[src/hw/rtl/arlt_pkg.sv]
// Shared types, constants and codes for the address region lookup table.
package arlt_pkg;

  localparam int TABLE_ENTRIES = 64;
  localparam int TAG_BITS      = 16;
  localparam int ADDR_BITS     = 64;
  localparam int IDX_BITS      = (TABLE_ENTRIES > 1) ? $clog2(TABLE_ENTRIES) : 1;
  localparam int NUM_TABLES    = 2;

  typedef logic [ADDR_BITS-1:0] addr_t;
  typedef logic [TAG_BITS-1:0]  tag_t;
  typedef logic [IDX_BITS-1:0]  idx_t;

  localparam addr_t ADDR_MAX = '1;

  // Item kind codes
  localparam logic [1:0] KIND_IMAGE   = 2'd0;
  localparam logic [1:0] KIND_ROUTINE = 2'd1;
  localparam logic [1:0] KIND_LOOKUP  = 2'd2;

  // Table selectors
  localparam logic TBL_IMAGE   = 1'b0;
  localparam logic TBL_ROUTINE = 1'b1;

  typedef struct packed {
    logic [1:0]  kind;
    logic [63:0] query_address;
    logic [63:0] region_start;
    logic [63:0] region_end;
    logic [15:0] region_tag;
  } item_t;

  typedef struct packed {
    logic        image_hit;
    logic [15:0] image_tag_out;
    logic        routine_hit;
    logic [15:0] routine_tag_out;
    logic        insert_dropped;
  } result_t;

  typedef struct packed {
    addr_t end_key;
    addr_t start_addr;
    tag_t  name_tag;
  } entry_t;

  localparam int ENTRY_BITS = $bits(entry_t);

  typedef enum logic [1:0] {
    ST_IDLE,
    ST_SCAN,
    ST_DRAIN,
    ST_COMMIT
  } state_t;

  typedef struct packed {
    logic load;
    logic issue;
    logic commit;
  } ctrl_cmd_t;

  typedef struct packed {
    logic last_issue;
  } ctrl_status_t;

endpackage

[src/hw/rtl/arlt_ctrl.sv]
// Sequencer for the scan, drain and commit phases of one word.
module arlt_ctrl (
  input  logic                  clk,
  input  logic                  rst,
  input  logic                  start,
  output logic                  busy,
  input  arlt_pkg::ctrl_status_t status,
  output arlt_pkg::ctrl_cmd_t    cmd
);
  import arlt_pkg::*;

  state_t state;
  state_t state_next;

  always_ff @(posedge clk) begin
    if (rst) begin
      state <= ST_IDLE;
    end else begin
      state <= state_next;
    end
  end

  always_comb begin
    state_next = state;
    case (state)
      ST_IDLE: begin
        if (start) begin
          state_next = ST_SCAN;
        end
      end
      ST_SCAN: begin
        if (status.last_issue) begin
          state_next = ST_DRAIN;
        end
      end
      ST_DRAIN:  state_next = ST_COMMIT;
      ST_COMMIT: state_next = ST_IDLE;
      default:   state_next = ST_IDLE;
    endcase
  end

  always_comb begin
    busy       = 1'b1;
    cmd.load   = 1'b0;
    cmd.issue  = 1'b0;
    cmd.commit = 1'b0;
    case (state)
      ST_IDLE: begin
        busy     = 1'b0;
        cmd.load = start;
      end
      ST_SCAN:   cmd.issue  = 1'b1;
      ST_DRAIN:  ;
      ST_COMMIT: cmd.commit = 1'b1;
      default:   busy = 1'b1;
    endcase
  end

endmodule

[config.mk]
export PLATFORM = sky130hd
export DESIGN_NAME = arlt_ctrl
export DESIGN_NICKNAME = d
export VERILOG_FILES = /design/src/hw/rtl/arlt_pkg.sv /design/src/hw/rtl/arlt_ctrl.sv
export SDC_FILE = /design/constraint.sdc
export NUM_CORES = 1
export LEC_CHECK = 0
export ABC_CLOCK_PERIOD_IN_PS = 1950
export BUFFER_PORTS_ARGS = -buffer_cell sky130_fd_sc_hd__clkbuf_2
export CORE_AREA = 2 2 39 41
export CTS_CLUSTER_SIZE = 16
export DETAILED_ROUTE_END_ITERATION = 8
export DIE_AREA = 0 0 41 43
export PLACE_DENSITY = 0.31
export SLEW_MARGIN = 25
export SYNTH_ARGS = -nofsm -noshare
export SYNTH_HDL_FRONTEND = slang
export SYNTH_SLANG_ARGS = --single-unit
[constraint.sdc]
create_clock -name clk -period 1.95 [get_ports clk]
set_clock_uncertainty 0.05 [all_clocks]
set_input_delay 0.2925 -clock clk [delete_from_list [all_inputs] [get_ports clk]]
set_output_delay 0.2925 -clock clk [all_outputs]
set_load 0.03 [all_outputs]
==> metrics.md <==
| Metric | Value |
|---|---|
| Status | finished, final reports clean |
| Slew Viols, Final | 0 |
| CP startpoint kind | register |
| Overall routing resource usage | 5.305% |
| Max reg flops | 2 |
| WL final | about 340 um |
| CTS buffer count | 3 |
| Flip-flop and latch count after synthesis | 2 |
| Area added between synthesis and finish | 41.06% |
| Largest net degree at the start of global routing | 5 |
| TritonCTS clock tree | built |
| Synth area leader | ha_1 |
| Synthesized net count | 28 |
| Chip width | 41 um |
| WHS Path Cells | 2 |
| Worst Setup Path Type | reg2out |
| Port-buffer cells | 7 |
| DRT antenna net count | 0 |
| Final TNS setup | 0 ns |
| R2R depth | 5 |
| Share of cells above drive strength 1 | between 30% and 40% |
| Worst Tran Pin Value | 0.2000 ns |
| Resize count post-CTS | 0 |
| Post-CTS Setup Inserts | 0 |
| Crit share post-route | between 80% and 90% |
| Count leader, synth | ha_1 |
| Hold_buf cts | 0 |
| Residual DRC | 0 |
| CP max stage delay | 0.35 ns |
| Worst path bufs/invs | 2 |
| Final GP Congestion | 0.5937 |
| Top post-synthesis cells by count | ha_1 (5), inv_1 (3), dfxtp_1 (2), nor2b_1 (2), o31ai_1 (2) |
| R2R Path Start | state[0] |
| Largest Register | state |
| Leakage | between 0.1 and 0.15 nW |
| Worst VDD drop | 0.4852 mV |
| Top FF cell, synth | dfxtp_1 |
| Peak Freq | 641.0 MHz |
| Row count | 14 |
| Yosys cell types | 10 |
| Ranking of synthesized cells by area | ha_1 (33%), dfxtp_1 (21%), nor2_8 (11%) |
| Root buf cell | clkbuf_4 |
| HPWL Detailed | 295.9 um |
| Synth top area share | 33.11% |
| MaxCap Viol Count | 0 |
| Final net count | 40 |
| Hold Crit Start | rst |
| Worst hold path class | in2reg |
| Max H-tree Level | 1 |
| Final total power | 0.5048 mW |
| Antenna violations before repair | 0 |
| Antenna diodes | 0 |
| Worst slew margin | 86.64% |
| Via density | 3.556 |
| Cells after Synth | 19 |
| Setup WS pre-CTS | 0.4129 ns |
| Post-synth EDFFs | 0 |
| Cell family with most CP delay | flip-flops |
| Placed cell area | 244.0 sq um |
| Final Hold Viols | 0 |
| Die Y | 43 um |
| RSZ-0062 raised after global routing | false |
| Critical path data required time | 1.61 ns |
| Final instance area | 266.5 sq um |
| WL per Instance | 7.489 um |
| Drt pass-1 iters | 1 |
| Drt initial violations | 0 |
| Initial Utilization | 13.65% |
| Worst hold slack | 0.2590 ns |
| Filler Cells Inserted | around 160 |
| Mapped Area | 188.9 sq um |
| Worst-case clock buffer depth | 2 |
| Seq/Total Area, Yosys | 21.19% |
| Critical path arrival | 1.22 ns |
| Worst Hold End | state[0] |
| Slowest-stage cell, CP | dfxtp_1 |
| Vias | 160 |
| Final WS setup | 0.3900 ns |
| # clock sinks | 2 |
| Worst reg2reg endpoint | state[1] |
| CP Max Fanout | 4 |
| Pwr dens | 1894 mW/mm^2 |
| Die area | 0.001763 sq mm |
| Number of global-route vias before repair | 162 |
| Min Clock Period, post-route | between 1.5 and 2 ns |
| Worst-Skew Late Latency | between 0.2 and 0.25 ns |
| Mean post-synth cell area | ~9.9 sq um |
| Biggest regs | state (2) |
| IO Pins | 8 |
| Post-synth ARST share | 0% |
| CP cell instances | inv_1, ha_1, and2_1, clkbuf_2 |
| First-pass GRT wire length | 579 um |
| Overflow after GRT | 0 |
| CTS clk-pin slew, worst paths | roughly 0.030 ns |
| Setup slack, reg-to-reg | between 0.4 and 0.5 ns |
| Core area | 0.001384 sq mm |
| Synth warn | 0 |
| Final Setup Violations | 0 |
| Worst Setup End Kind | output pin |
==> worst max path at each step <==
stage                        start  endpoint  slack, ns  cells after the start
after floorplan           state[1]  state[0]       0.37                      5
after global placement    state[0]  state[1]       0.42                      5
after detailed placement  state[0]  state[1]       0.41                      5
after CTS                 state[0]    cmd[2]       0.36                      4
after global routing      state[0]    cmd[2]       0.30                      4
final                     state[0]    cmd[2]       0.39                      4
==> per-stage QoR <==
stage | util [%] | cells
floorplan | - | 19
global route | 19.26 | 45
finish | 19.26 | 45
global placement | 17.63 | 42
detailed placement | 17.63 | 42
CTS | 19.26 | 45
==> layout make-up <==
| type | instances | area, sq um | area share [%] |
|---|---|---|---|
| repair buffers | 7 | 35.03 | 13.15 |
| inverters | 3 | 11.26 | 4.225 |
| clock buffers | 3 | 22.52 | 8.451 |
| well taps | 16 | 20.02 | 7.512 |
| multi-input cells | 14 | 137.6 | 51.64 |
| flip-flops and latches | 2 | 40.04 | 15.02 |
==> power breakdown <==
group          total [mW]  internal, mW  switching, mW  leakage (nW)
Combinational       0.337         0.131          0.207         0.103
Sequential         0.0785        0.0622         0.0163        0.0165
Clock              0.0889        0.0677         0.0212        0.0138
==> placed cells by master (no fill, tap or decap) <==
master    Yosys  routed
clkbuf_2      0       7
ha_1          5       5
inv_1         3       3
clkbuf_4      0       3
nor2b_1       2       2
o31ai_1       2       2
dfxtp_1       2       2
and2_1        1       1
nor2_1        1       1
nor2_8        1       1
or4_1         1       1
or4b_1        1       1
==> kinds of logic (layout without fill, tap and decap cells) <==
group                    Yosys count  after routing  synth area share [%]
flip-flops                         2              2                 21.19
AND/OR/NAND/NOR                    7              7                 31.79
adder cells (fa/ha/maj)            5              5                 33.11
buffers and inverters              3             13                 5.960
AO/OA/AOI/OAI                      2              2                 7.945
==> routing by layer <==
metal  up-vias  part of all wire [%]  global-route usage, %  wire length, um
li1         83                     -                      -                -
met1        70                    41                  6.051              137
met2         7                    47                  5.938              160
met3         0                    12                  3.141               39
met4         0                     0                  6.000                0
met5         -                     0                      0                0
(Power assumes the default switching activity.)
